$ cat src/hw/rtl/nnfd_pkg.sv
`timescale 1ns / 1ps

package nnfd_pkg;

  localparam int CFG_INDEX_W = 2;
  localparam int CFG_DATA_W  = 13;
  localparam int FMT_W       = 3;
  localparam int OUT_COL_W   = 9;
  localparam int OUT_ROW_W   = 8;
  localparam int MAX_OUT_W   = 320;
  localparam int QUEUE_DEPTH = 2;

  localparam logic [CFG_INDEX_W-1:0] CFG_OUTPUT_FORMAT = 2'd0;
  localparam logic [CFG_INDEX_W-1:0] CFG_SOURCE_WIDTH  = 2'd1;
  localparam logic [CFG_INDEX_W-1:0] CFG_SOURCE_HEIGHT = 2'd2;

  localparam logic [FMT_W-1:0] FMT_NONE    = 3'd0;
  localparam logic [FMT_W-1:0] FMT_320X240 = 3'd1;
  localparam logic [FMT_W-1:0] FMT_160X120 = 3'd2;
  localparam logic [FMT_W-1:0] FMT_80X60   = 3'd3;
  localparam logic [FMT_W-1:0] FMT_40X30   = 3'd4;
  localparam logic [FMT_W-1:0] FMT_20X15   = 3'd5;

  typedef struct packed {
    logic [31:0] source_pixel;
    logic        frame_start;
  } src_item_t;

  typedef struct packed {
    logic [7:0] out_pixel;
    logic       frame_last;
  } out_item_t;

  typedef struct packed {
    logic [FMT_W-1:0]      output_format;
    logic [CFG_DATA_W-1:0] source_width;
    logic [CFG_DATA_W-1:0] source_height;
  } cfg_t;

  typedef struct packed {
    logic [OUT_COL_W-1:0] dw;
    logic [OUT_ROW_W-1:0] dh;
  } out_size_t;

  function automatic out_size_t fmt_size(input logic [FMT_W-1:0] fmt);
    out_size_t s;
    unique case (fmt)
      FMT_320X240: begin s.dw = 9'd320; s.dh = 8'd240; end
      FMT_160X120: begin s.dw = 9'd160; s.dh = 8'd120; end
      FMT_80X60:   begin s.dw = 9'd80;  s.dh = 8'd60;  end
      FMT_40X30:   begin s.dw = 9'd40;  s.dh = 8'd30;  end
      FMT_20X15:   begin s.dw = 9'd20;  s.dh = 8'd15;  end
      default:     begin s.dw = 9'd0;   s.dh = 8'd0;   end
    endcase
    return s;
  endfunction

endpackage

$ cat src/hw/rtl/nnfd_stream_if.sv
`timescale 1ns / 1ps

interface nnfd_stream_if #(
  parameter type payload_t = logic
);
  logic     valid;
  logic     ready;
  payload_t data;

  modport source (output valid, output data, input ready);
  modport sink (input valid, input data, output ready);
endinterface

$ cat src/hw/rtl/nnfd_front.sv
`timescale 1ns / 1ps

module nnfd_front #(
  parameter int MAX_SOURCE_DIM = 4096
) (
  input  logic                clk,
  input  logic                rst,
  input  nnfd_pkg::cfg_t      cfg,
  nnfd_stream_if.sink         pixel_in,
  input  logic                q_full,
  output logic                push,
  output nnfd_pkg::out_item_t push_item
);
  import nnfd_pkg::*;

  localparam int ColW = $clog2(MAX_SOURCE_DIM);
  localparam int DimW = $clog2(MAX_SOURCE_DIM + 1);
  localparam int AccW = $clog2(MAX_OUT_W * MAX_SOURCE_DIM + 1);
  localparam int CmpW = AccW + 1;

  logic [ColW-1:0]      src_col, src_col_next, c_src_col;
  logic [ColW-1:0]      src_row, src_row_next, c_src_row;
  logic [OUT_COL_W-1:0] out_col, out_col_next, c_out_col;
  logic [OUT_ROW_W-1:0] out_row, out_row_next, c_out_row;
  logic [AccW-1:0]      col_target_acc, col_target_acc_next, c_col_target;
  logic [AccW-1:0]      col_scaled_pos, col_scaled_pos_next, c_col_scaled;
  logic [AccW-1:0]      row_target_acc, row_target_acc_next, c_row_target;
  logic [AccW-1:0]      row_scaled_pos, row_scaled_pos_next, c_row_scaled;

  out_size_t     sz;
  logic [DimW-1:0] w, h;
  logic          accept, fs, row_hit, col_hit, hit, row_end;

  assign pixel_in.ready = !q_full;
  assign accept = pixel_in.valid && pixel_in.ready;
  assign fs     = pixel_in.data.frame_start;
  assign sz     = fmt_size(cfg.output_format);

  // clamp source size to 1..MAX_SOURCE_DIM
  assign w = (cfg.source_width == '0) ? DimW'(1) :
             (32'(cfg.source_width) > 32'(MAX_SOURCE_DIM)) ? DimW'(MAX_SOURCE_DIM) :
             DimW'(cfg.source_width);
  assign h = (cfg.source_height == '0) ? DimW'(1) :
             (32'(cfg.source_height) > 32'(MAX_SOURCE_DIM)) ? DimW'(MAX_SOURCE_DIM) :
             DimW'(cfg.source_height);

  // frame start clears position before this pixel is classified
  assign c_src_col    = fs ? '0 : src_col;
  assign c_src_row    = fs ? '0 : src_row;
  assign c_out_col    = fs ? '0 : out_col;
  assign c_out_row    = fs ? '0 : out_row;
  assign c_col_target = fs ? '0 : col_target_acc;
  assign c_col_scaled = fs ? '0 : col_scaled_pos;
  assign c_row_target = fs ? '0 : row_target_acc;
  assign c_row_scaled = fs ? '0 : row_scaled_pos;

  assign row_hit = (c_out_row < sz.dh) &&
                   (CmpW'(c_row_target) < CmpW'(c_row_scaled) + CmpW'(sz.dh));
  assign col_hit = (c_out_col < sz.dw) &&
                   (CmpW'(c_col_target) < CmpW'(c_col_scaled) + CmpW'(sz.dw));
  assign hit     = row_hit && col_hit;
  assign row_end = ((DimW + 1)'(c_src_col) + (DimW + 1)'(1)) >= (DimW + 1)'(w);

  assign push                 = accept && hit;
  assign push_item.out_pixel  = pixel_in.data.source_pixel[7:0];
  assign push_item.frame_last =
      ((OUT_COL_W + 1)'(c_out_row) + (OUT_COL_W + 1)'(1) == (OUT_COL_W + 1)'(sz.dh)) &&
      ((OUT_COL_W + 1)'(c_out_col) + (OUT_COL_W + 1)'(1) == (OUT_COL_W + 1)'(sz.dw));

  always_comb begin
    src_col_next        = c_src_col;
    src_row_next        = c_src_row;
    out_col_next        = c_out_col;
    out_row_next        = c_out_row;
    col_target_acc_next = c_col_target;
    col_scaled_pos_next = c_col_scaled;
    row_target_acc_next = c_row_target;
    row_scaled_pos_next = c_row_scaled;
    if (row_end) begin
      if (row_hit) begin
        out_row_next        = c_out_row + OUT_ROW_W'(1);
        row_target_acc_next = c_row_target + AccW'(h);
      end
      src_col_next        = '0;
      out_col_next        = '0;
      col_target_acc_next = '0;
      col_scaled_pos_next = '0;
      if (c_src_row != ColW'(MAX_SOURCE_DIM - 1)) begin
        src_row_next        = c_src_row + ColW'(1);
        row_scaled_pos_next = c_row_scaled + AccW'(sz.dh);
      end
    end else begin
      if (hit) begin
        out_col_next        = c_out_col + OUT_COL_W'(1);
        col_target_acc_next = c_col_target + AccW'(w);
      end
      src_col_next        = c_src_col + ColW'(1);
      col_scaled_pos_next = c_col_scaled + AccW'(sz.dw);
    end
  end

  always_ff @(posedge clk) begin
    if (rst) begin
      src_col        <= '0;
      src_row        <= '0;
      out_col        <= '0;
      out_row        <= '0;
      col_target_acc <= '0;
      col_scaled_pos <= '0;
      row_target_acc <= '0;
      row_scaled_pos <= '0;
    end else if (accept) begin
      src_col        <= src_col_next;
      src_row        <= src_row_next;
      out_col        <= out_col_next;
      out_row        <= out_row_next;
      col_target_acc <= col_target_acc_next;
      col_scaled_pos <= col_scaled_pos_next;
      row_target_acc <= row_target_acc_next;
      row_scaled_pos <= row_scaled_pos_next;
    end
  end

endmodule

$ cat src/hw/rtl/nnfd_queue.sv
`timescale 1ns / 1ps

module nnfd_queue (
  input  logic                clk,
  input  logic                rst,
  input  logic                push,
  input  nnfd_pkg::out_item_t push_item,
  output logic                full,
  input  logic                pop,
  output logic                empty,
  output nnfd_pkg::out_item_t pop_item
);
  import nnfd_pkg::*;

  localparam int PtrW = (QUEUE_DEPTH > 1) ? $clog2(QUEUE_DEPTH) : 1;
  localparam int CntW = $clog2(QUEUE_DEPTH + 1);

  out_item_t       entries [QUEUE_DEPTH];
  logic [PtrW-1:0] wr_ptr, rd_ptr;
  logic [CntW-1:0] count;
  logic            do_push, do_pop;

  assign full     = (count == CntW'(QUEUE_DEPTH));
  assign empty    = (count == '0);
  assign do_push  = push && !full;
  assign do_pop   = pop && !empty;
  assign pop_item = entries[rd_ptr];

  always_ff @(posedge clk) begin
    if (do_push) begin
      entries[wr_ptr] <= push_item;
    end
  end

  always_ff @(posedge clk) begin
    if (rst) begin
      wr_ptr <= '0;
      rd_ptr <= '0;
      count  <= '0;
    end else begin
      if (do_push) begin
        wr_ptr <= (wr_ptr == PtrW'(QUEUE_DEPTH - 1)) ? '0 : wr_ptr + PtrW'(1);
      end
      if (do_pop) begin
        rd_ptr <= (rd_ptr == PtrW'(QUEUE_DEPTH - 1)) ? '0 : rd_ptr + PtrW'(1);
      end
      case ({do_push, do_pop})
        2'b10:   count <= count + CntW'(1);
        2'b01:   count <= count - CntW'(1);
        default: count <= count;
      endcase
    end
  end

endmodule

$ cat src/hw/rtl/nnfd_back.sv
`timescale 1ns / 1ps

module nnfd_back (
  input  logic                clk,
  input  logic                rst,
  input  logic                q_empty,
  input  nnfd_pkg::out_item_t q_item,
  output logic                pop,
  nnfd_stream_if.source       pixel_out
);
  import nnfd_pkg::*;

  logic      out_valid;
  out_item_t out_data;

  // refill the output register when it is empty or its transfer completes
  assign pop             = !q_empty && (!out_valid || pixel_out.ready);
  assign pixel_out.valid = out_valid;
  assign pixel_out.data  = out_data;

  always_ff @(posedge clk) begin
    if (rst) begin
      out_valid <= 1'b0;
    end else if (pop) begin
      out_valid <= 1'b1;
    end else if (pixel_out.ready) begin
      out_valid <= 1'b0;
    end
  end

  always_ff @(posedge clk) begin
    if (pop) begin
      out_data <= q_item;
    end
  end

endmodule

$ cat src/hw/rtl/nearest_neighbor_frame_downscaler.sv
`timescale 1ns / 1ps

// Nearest-neighbor frame downscaler. Source pixels come in raster order, one
// per transfer, with frame_start on the first pixel of each frame; for every
// output pixel of the chosen format (320x240 down to 20x15, or none) the low
// byte of the nearest source pixel goes out, and frame_last marks the final
// one. The source must be at least as large as the output. Per source pixel
// the front classifier updates its column and row accumulators with one add
// and compare per axis, so a pixel can be accepted every cycle unless the
// queue is full. Results go via a two-entry queue and an output register,
// so a stalled sink holds back the source only once the queue is full.
// Configuration is written with cfg_we/cfg_index/cfg_data while idle.
module nearest_neighbor_frame_downscaler #(
  parameter int MAX_SOURCE_DIM = 4096
) (
  input  logic                                clk,
  input  logic                                rst,
  input  logic                                cfg_we,
  input  logic [nnfd_pkg::CFG_INDEX_W-1:0]    cfg_index,
  input  logic [nnfd_pkg::CFG_DATA_W-1:0]     cfg_data,
  nnfd_stream_if.sink                         pixel_in,
  nnfd_stream_if.source                       pixel_out
);
  import nnfd_pkg::*;

  cfg_t      cfg;
  logic      push, q_full, pop, q_empty;
  out_item_t push_item, q_item;

  always_ff @(posedge clk) begin
    if (rst) begin
      cfg.output_format <= FMT_NONE;
      cfg.source_width  <= CFG_DATA_W'(320);
      cfg.source_height <= CFG_DATA_W'(240);
    end else if (cfg_we) begin
      unique case (cfg_index)
        CFG_OUTPUT_FORMAT: cfg.output_format <= cfg_data[FMT_W-1:0];
        CFG_SOURCE_WIDTH:  cfg.source_width  <= cfg_data;
        CFG_SOURCE_HEIGHT: cfg.source_height <= cfg_data;
        default:           cfg <= cfg;
      endcase
    end
  end

  nnfd_front #(
    .MAX_SOURCE_DIM(MAX_SOURCE_DIM)
  ) u_front (
    .clk       (clk),
    .rst       (rst),
    .cfg       (cfg),
    .pixel_in  (pixel_in),
    .q_full    (q_full),
    .push      (push),
    .push_item (push_item)
  );

  nnfd_queue u_queue (
    .clk       (clk),
    .rst       (rst),
    .push      (push),
    .push_item (push_item),
    .full      (q_full),
    .pop       (pop),
    .empty     (q_empty),
    .pop_item  (q_item)
  );

  nnfd_back u_back (
    .clk       (clk),
    .rst       (rst),
    .q_empty   (q_empty),
    .q_item    (q_item),
    .pop       (pop),
    .pixel_out (pixel_out)
  );

endmodule

$ cat src/flat_wrapper.sv
// flat-port wrapper written by rule: the top's interface ports become plain ports
module nearest_neighbor_frame_downscaler_flat import nnfd_pkg::*;
#(
  parameter int MAX_SOURCE_DIM = 4096
)
  (clk, rst, cfg_we, cfg_index, cfg_data, pixel_in_valid, pixel_in_data, pixel_in_ready, pixel_out_valid, pixel_out_data, pixel_out_ready);
  nnfd_stream_if #(.payload_t(src_item_t)) pixel_in_i ();
  nnfd_stream_if #(.payload_t(out_item_t)) pixel_out_i ();
  input  logic clk;
  input  logic rst;
  input  logic cfg_we;
  input  logic [nnfd_pkg::CFG_INDEX_W-1:0] cfg_index;
  input  logic [nnfd_pkg::CFG_DATA_W-1:0] cfg_data;
  input wire logic [$bits(pixel_in_i.valid)-1:0] pixel_in_valid;
  input wire logic [$bits(pixel_in_i.data)-1:0] pixel_in_data;
  output wire logic [$bits(pixel_in_i.ready)-1:0] pixel_in_ready;
  output wire logic [$bits(pixel_out_i.valid)-1:0] pixel_out_valid;
  output wire logic [$bits(pixel_out_i.data)-1:0] pixel_out_data;
  input wire logic [$bits(pixel_out_i.ready)-1:0] pixel_out_ready;
  assign pixel_in_i.valid = pixel_in_valid;
  assign pixel_in_i.data = pixel_in_data;
  assign pixel_in_ready = pixel_in_i.ready;
  assign pixel_out_valid = pixel_out_i.valid;
  assign pixel_out_data = pixel_out_i.data;
  assign pixel_out_i.ready = pixel_out_ready;
  nearest_neighbor_frame_downscaler #(.MAX_SOURCE_DIM(MAX_SOURCE_DIM)) u_core (.clk(clk), .rst(rst), .cfg_we(cfg_we), .cfg_index(cfg_index), .cfg_data(cfg_data), .pixel_in(pixel_in_i), .pixel_out(pixel_out_i));
endmodule
$ cat config.mk
export PLATFORM = sky130hd
export DESIGN_NAME = nearest_neighbor_frame_downscaler_flat
export DESIGN_NICKNAME = d
export VERILOG_FILES = /design/src/hw/rtl/nnfd_pkg.sv /design/src/hw/rtl/nnfd_stream_if.sv /design/src/hw/rtl/nnfd_front.sv /design/src/hw/rtl/nnfd_queue.sv /design/src/hw/rtl/nnfd_back.sv /design/src/hw/rtl/nearest_neighbor_frame_downscaler.sv /design/src/flat_wrapper.sv
export SDC_FILE = /design/constraint.sdc
export NUM_CORES = 1
export LEC_CHECK = 0
export ABC_AREA = 0
export BUFFER_PORTS_ARGS = -buffer_cell sky130_fd_sc_hd__buf_2
export CAP_MARGIN = 25
export CORE_MARGIN = 2
export CORE_UTILIZATION = 60
export CTS_BUF_LIST = sky130_fd_sc_hd__clkbuf_8
export CTS_CLUSTER_DIAMETER = 100
export CTS_CLUSTER_SIZE = 25
export DETAILED_ROUTE_END_ITERATION = 12
export GPL_TIMING_DRIVEN = 0
export PLACE_DENSITY = 0.78
export SETUP_SLACK_MARGIN = 0.1
export SLEW_MARGIN = 20
export SYNTH_ARGS = -nofsm -noshare
export SYNTH_HDL_FRONTEND = slang
export SYNTH_SLANG_ARGS = --single-unit
$ cat constraint.sdc
create_clock -name clk -period 12.88 [get_ports clk]
set_input_delay 0.644 -clock clk [delete_from_list [all_inputs] [get_ports clk]]
set_output_delay 0.644 -clock clk [all_outputs]
set_load 0.03 [all_outputs]
==> results.md, run 1 <==
* Actual slew at the worst max-slew pin at 1.07 ns
* Sequential fraction of the synthesis area at 0.315
* Initial antenna violation count at 1
* Max_cap viols at 0
* RR Startpoint: u_core.cfg[27]
* Skew-Pair Late Insertion Delay at approximately 0.50 ns
* Clk pwr share at 0.339
* Die width at around 150 µm
* Crit end category: register
* VDD IR-drop max at 61.4 µV
* Sequential share of power at 0.520
* Worst Hold Launch: pixel_in_data[5]
* Worst-path fanout max at 10
* Gr ovfl total at 0
* Hold Vio Cnt, Final at 0
* Yosys warns at 0
* Most area-consuming cells after synthesis: dfxtp_1 (25%), ha_1 (11%), edfxtp_1 (6.4%)
* Final ANT Viol Nets at 0
* Global-route wire length before repair at 58.0 mm
* Sum Neg Setup Slack at 0 ns
* Post-CTS Setup Inserts at 0
* Buffers added on ports at 38
* Die Span Y at 149 µm
* Final min period at between 10 and 15 ns
* Die ar. at 22,300 µm²
* Clock skew at between 0.015 and 0.02 ns
* Lkg Pwr at approximately 5.3 nW
* All-Layer GR Usage at 0.333
* Data required, critical path at 13.31 ns
* Post-cts resize count at 0
* Post-Syn Nets at 1,743
* Post-Route WL at 36.7 mm
* Rows at 53
* CP max-delay cell: a211oi_1
* CTS Root Cell: clkbuf_8
* Area added between synthesis and finish at 7.26%
* Asr flop ratio synth at 0
* Yosys top cell by area: dfxtp_1
* Synthesized flop and latch total at 186
* Switching Power at about 0.00038 W
* Fill count at roughly 1,800
* Fmax at 93.9 MHz
* Inserted Clock Buffers at 17
* Core ar. at 20,900 µm²
* CTS tree: yes
* Initial Util at 0.608
* PD cells at ~86 nW/µm²
* Placer Congestion at 0.971
* Slowest stage delay, CP at around 0.76 ns
* Crit path kind: input pin to register
* 1st-pass router iterations at 5
* Maximum clock path buffer count at 2
* Area fraction of the dominant cell type after synthesis at 0.251
* Final setup viols at 0
* Rel. slew slack at 0.282
* Critical path arrival at roughly 11 ns
* Most used DFF post-synth: dfxtp_1
* Synth cell types at 80
* CP startpoint kind: input pin
* Net Sw Frac at 0.319
* DRC errors left at 0
* EDFF count, synth at 27
* Post-Syn Area at 12,700 µm²
* Internal at 0.000802 W
* Largest net degree at the start of global routing at 21
* Cts hold-fix bufs at 0
* Syn Inst Count at 1,570
* Clock transition at the registers of the reported paths at 0.12 ns
* Vias in the first global route at around 11,000
* Worst min path class: input pin to register
* Vias per inst at 6.18
* WL per Instance at 19.2 µm
* Share of cells above drive strength 1 at 0.0665
* Clk sinks at 186
* 1st-iter DRT viols at 939
* DP Wirelength at 27.4 mm
* Htree depth at 4
* CP startpoint: pixel_in_data[0]
* Setup WS pre-CTS at 2.09 ns
* # IOs at between 60 and 70
* Most common cell on crit path: clkbuf_1
* Post-Syn Area per Cell at just over 8 µm²
* Status: completed
* Setup WS post-layout at about 2.2 ns
* Tcrit/Tclk final at 0.826
* Vias at roughly 12,000
* Slew Viols, Final at 0
* RSZ-0062 raised after global routing: false
* Nets at 1,800
* Combinational fraction of design power at 0.141
-- worst paths after layout --
path | to | slack (ns) | cells after the start
max reg2reg | u_core.u_queue.entries[1][4] | 5.70 | 23
max | u_core.u_front.col_target_acc[10] | 2.24 | 30
min | u_core.u_queue.entries[1][5] | 0.32 | 1
min reg2reg | u_core.u_front.row_scaled_pos[6] | 0.46 | 2
-- state kept, by name, indices dropped and copies added (netlist names) --
register                       cells
u_core.cfg                        29
u_core.u_back.pixel_out.data       9
u_core.u_back.pixel_out.valid      1
u_core.u_front.col_scaled_pos     21
u_core.u_front.col_target_acc     21
u_core.u_front.out_col             9
u_core.u_front.out_row             8
u_core.u_front.row_scaled_pos     21
u_core.u_front.row_target_acc     21
u_core.u_front.src_col            12
u_core.u_front.src_row            12
u_core.u_queue.count               2
u_core.u_queue.entries            18
u_core.u_queue.rd_ptr              1
u_core.u_queue.wr_ptr              1
-- metal layers --
metal  wire length (µm)  vias up  GRT usage
met5                  0        -          0
met1              15300     5508      0.420
met2              17200      513      0.564
li1                   -     5710          -
met3               2740      110     0.0509
met4               1490        0      0.151
-- power groups by stage --
stage / clock network (W) / registers (W) / logic [W]
finish: 0.000400 / 0.000612 / 0.000166
floorplan: 0 / 0.000636 / 0.0000967
global route: 0.000424 / 0.000614 / 0.000178
detailed placement: 0 / 0.000625 / 0.000163
global placement: 0 / 0.000625 / 0.000160
CTS: 0.000401 / 0.000612 / 0.000164
-- cell type report --
cell class | instances | area, µm² | share of cell area
multi-input combinational | 1250 | 8190 | 0.601
sequential | 186 | 3990 | 0.293
tap | 275 | 344 | 0.0253
buffer | 78 | 304 | 0.0223
clock buffer | 17 | 234 | 0.0172
inverter | 56 | 211 | 0.0155
timing repair buffer | 38 | 190 | 0.0140
clock inverter | 15 | 151 | 0.0111
antenna | 1 | 2.50 | 0.000184
-- worst max-delay path, delay by kind of cell --
family	cells	cell delay [ns]
fa+ha+maj	3	0.91
xor+xnor	1	0.18
simple gates	6	0.89
buf+inv	9	5.26
compound gates	11	3.15
-- stage by stage --
step / instances / total power, W / hold slack [ns] / cell area [µm²] / util
finish: 1916 / 0.00118 / 0.324 / 13600 / 0.652
global route: 1915 / 0.00122 / 0.317 / 13600 / 0.652
CTS: 1915 / 0.00118 / 0.314 / 13600 / 0.652
detailed placement: 1883 / 0.000788 / 0.437 / 13200 / 0.633
global placement: 1883 / 0.000785 / 0.426 / 13200 / 0.633
floorplan: 1570 / 0.000732 / 0.417 / 12700 / -
-- Yosys cell counts, types with 5 or more instances --
master and instances:
a21o_1 13, o2111ai_1 8, mux2i_1 6, a2bb2oi_1 11, or2_2 11, o21a_1 9, nor2b_1 96, a211oi_1 10
nand2_1 167, ha_1 116, nor4_1 11, mux2_2 11, inv_1 55, a22oi_1 21, clkbuf_1 65, edfxtp_1 27
o31ai_1 6, dfxtp_1 159, xor2_1 32, buf_2 6, nor2_1 129, nand3_1 60, and3_1 33, a21oi_1 116
nor3_1 24, buf_1 6, nand4_1 25, nand2b_1 44, a31oi_1 15, or3_1 5, xnor2_1 64, o311ai_0 6
o21ai_0 88, o2bb2ai_1 6, o211ai_1 8, and2_1 17
-- layout by cell type, fill, tap and decap left out, drive strengths merged, types with 64 or more instances in the layout --
master,netlist,layout
ha,116,116
nor2b,96,96
clkbuf,65,82
nand2,167,167
nor2,129,129
inv,55,65
dfxtp,159,159
o21ai,89,89
a21oi,117,117
xnor2,64,64
-- logic make-up after synthesis --
family | Yosys count | synth area share
xor+xnor | 96 | 0.0662
mux | 17 | 0.0145
flops | 186 | 0.315
fa+ha+maj | 120 | 0.121
buf+inv | 134 | 0.0406
compound gates | 361 | 0.180
simple gates | 656 | 0.264
Power figures use the tool's default switching activity.
==> run 2: changes to the inputs <==
CORE_UTILIZATION = 58   (was 60)
PLACE_DENSITY = 0.79   (was 0.78)
clock period = 9.17 ns   (was 12.88 ns; I/O delays follow)
==> run 2 against run 1 <==
  * Die area increased by 3.4%
  * Largest power group unchanged
  * Routed wire length about the same
  * Critical endpoint is now u_core.u_queue.count[1]
  * Design area increased by 0.28%
  * Sequential power grew 40%
  * Sequential share of layout area decreased by 0.081 points
==> results.md, run 2 (synthesis results as in run 1) <==
* Most flop-heavy register: u_core.cfg
* Slowest stage delay, CP at 0.72 ns
* Final min period at 8.56 ns
* Vias in the first global route at 11,300
* Actual slew at the worst max-slew pin at ~1.1 ns
* Clock skew at 0.0206 ns
* Area added between synthesis and finish at 7.56%
* Placer Congestion at 0.971
* Dpl cell area at 13,200 µm²
* Worst-path fanout max at 19
* Nets at between 1,500 and 2,000
* Vias at 11,900
* Vias per inst at 6.20
* Commonest non-fill, non-tap cell in the layout: nand2_1
* Maximum clock path buffer count at 2
* Core ar. at 21,700 µm²
* Clk sinks at 186
* Htree depth at 4
* All-Layer GR Usage at 0.314
* Most frequent cells in the layout: nand2_1 (167), dfxtp_1 (159), nor2_1 (127)
* Die width at 152 µm
* CTS tree: yes
* Inserted Clock Buffers at 17
* Post-Route WL at around 37 mm
* Rows at 54
* Max_cap viols at 0
* Clock transition at the registers of the reported paths at 0.11 ns
* # IOs at 64
* 1st-iter DRT viols at around 1,300
* Crit path kind: input pin to register
* Critical path arrival at 8.99 ns
* CP max-delay cell: clkbuf_1
* Final setup viols at 0
* PD cells at ~120 nW/µm²
* Cell family with most CP delay: buffers and inverters
* 1st-pass router iterations at 5
* RSZ-0062 raised after global routing: false
* # diodes at 0
* Die Span Y at 152 µm
* Finished Cell Area at 13,700 µm²
* Share of cells above drive strength 1 at 0.0714
* Skew-Pair Late Insertion Delay at 0.50 ns
* Rel. slew slack at 0.250
* Post-CTS Setup Inserts at 0
* CP bufs+invs at 7
* Status: completed
* DP Wirelength at approximately 27 mm
* Global-route wire length before repair at 58.2 mm
* Worst min path class: input pin to register
* Initial Util at 0.585
* CP startpoint kind: input pin
* DRC errors left at 0
* Buffers added on ports at 38
* Largest register FFs at 29
* Hold Worst Slack at 0.144 ns
* Tcrit/Tclk final at 0.934
* Die ar. at 23,100 µm²
* Cts hold-fix bufs at 0
* Hold Vio Cnt, Final at 0
* Post-cts resize count at 6
* R2R Setup Slk at 2.17 ns
* Crit end category: register
* Gr ovfl total at 0
* Lkg Pwr at around 5.3 nW
* Data required, critical path at about 9.6 ns
* CTS Root Cell: clkbuf_8
* Largest net degree at the start of global routing at 20
* VDD IR-drop max at ~95 µV
* Slew Viols, Final at 0
* Fmax at between 100 and 150 MHz
* Initial antenna violation count at 1
* WL per Instance at 19.2 µm
* Final ANT Viol Nets at 0
==> run 2: cell type report <==
class | instances | area [µm²]
fill | 1908 | 8030
clock inverter | 15 | 178
timing repair buffer | 38 | 190
inverter | 56 | 211
sequential | 186 | 3990
multi-input combinational | 1250 | 8200
clock buffer | 17 | 234
buffer | 76 | 302
tap | 280 | 350
==> run 2: power breakdown <==
part	switching [W]	internal [W]
Clock	0.000359	0.000231
Sequential	0.00000985	0.000849
Combinational	0.000162	0.0000732
==> run 2: worst paths after layout <==
check | from | end | cells past startpoint
max reg2reg | u_core.cfg[27] | u_core.u_queue.count[1] | 29
min | pixel_in_data[6] | u_core.u_queue.entries[1][6] | 1
max | pixel_in_data[0] | u_core.u_queue.count[1] | 27
min reg2reg | u_core.u_front.col_target_acc[3] | u_core.u_front.col_target_acc[3] | 2
==> run 2: metal layers <==
metal  track usage  vias to the layer above  part of all wire
met3        0.0676                      115             0.079
met4         0.138                        0             0.044
li1              -                     5700                 -
met1         0.405                     5565              0.43
met5             0                        -                 0
met2         0.507                      509              0.45
==> run 2: through the flow <==
step	std cells	setup TNS, ns	total power (W)	setup slack [ns]	utilization
floorplan	1570	0	0.00103	2.32	-
CTS	1919	0	0.00168	0.283	0.630
detailed placement	1888	-102.03	0.00111	-1.64	0.610
global route	1918	0	0.00174	0.395	0.630
global placement	1888	-98.30	0.00111	-1.63	0.610
finish	1918	0	0.00168	0.605	0.630
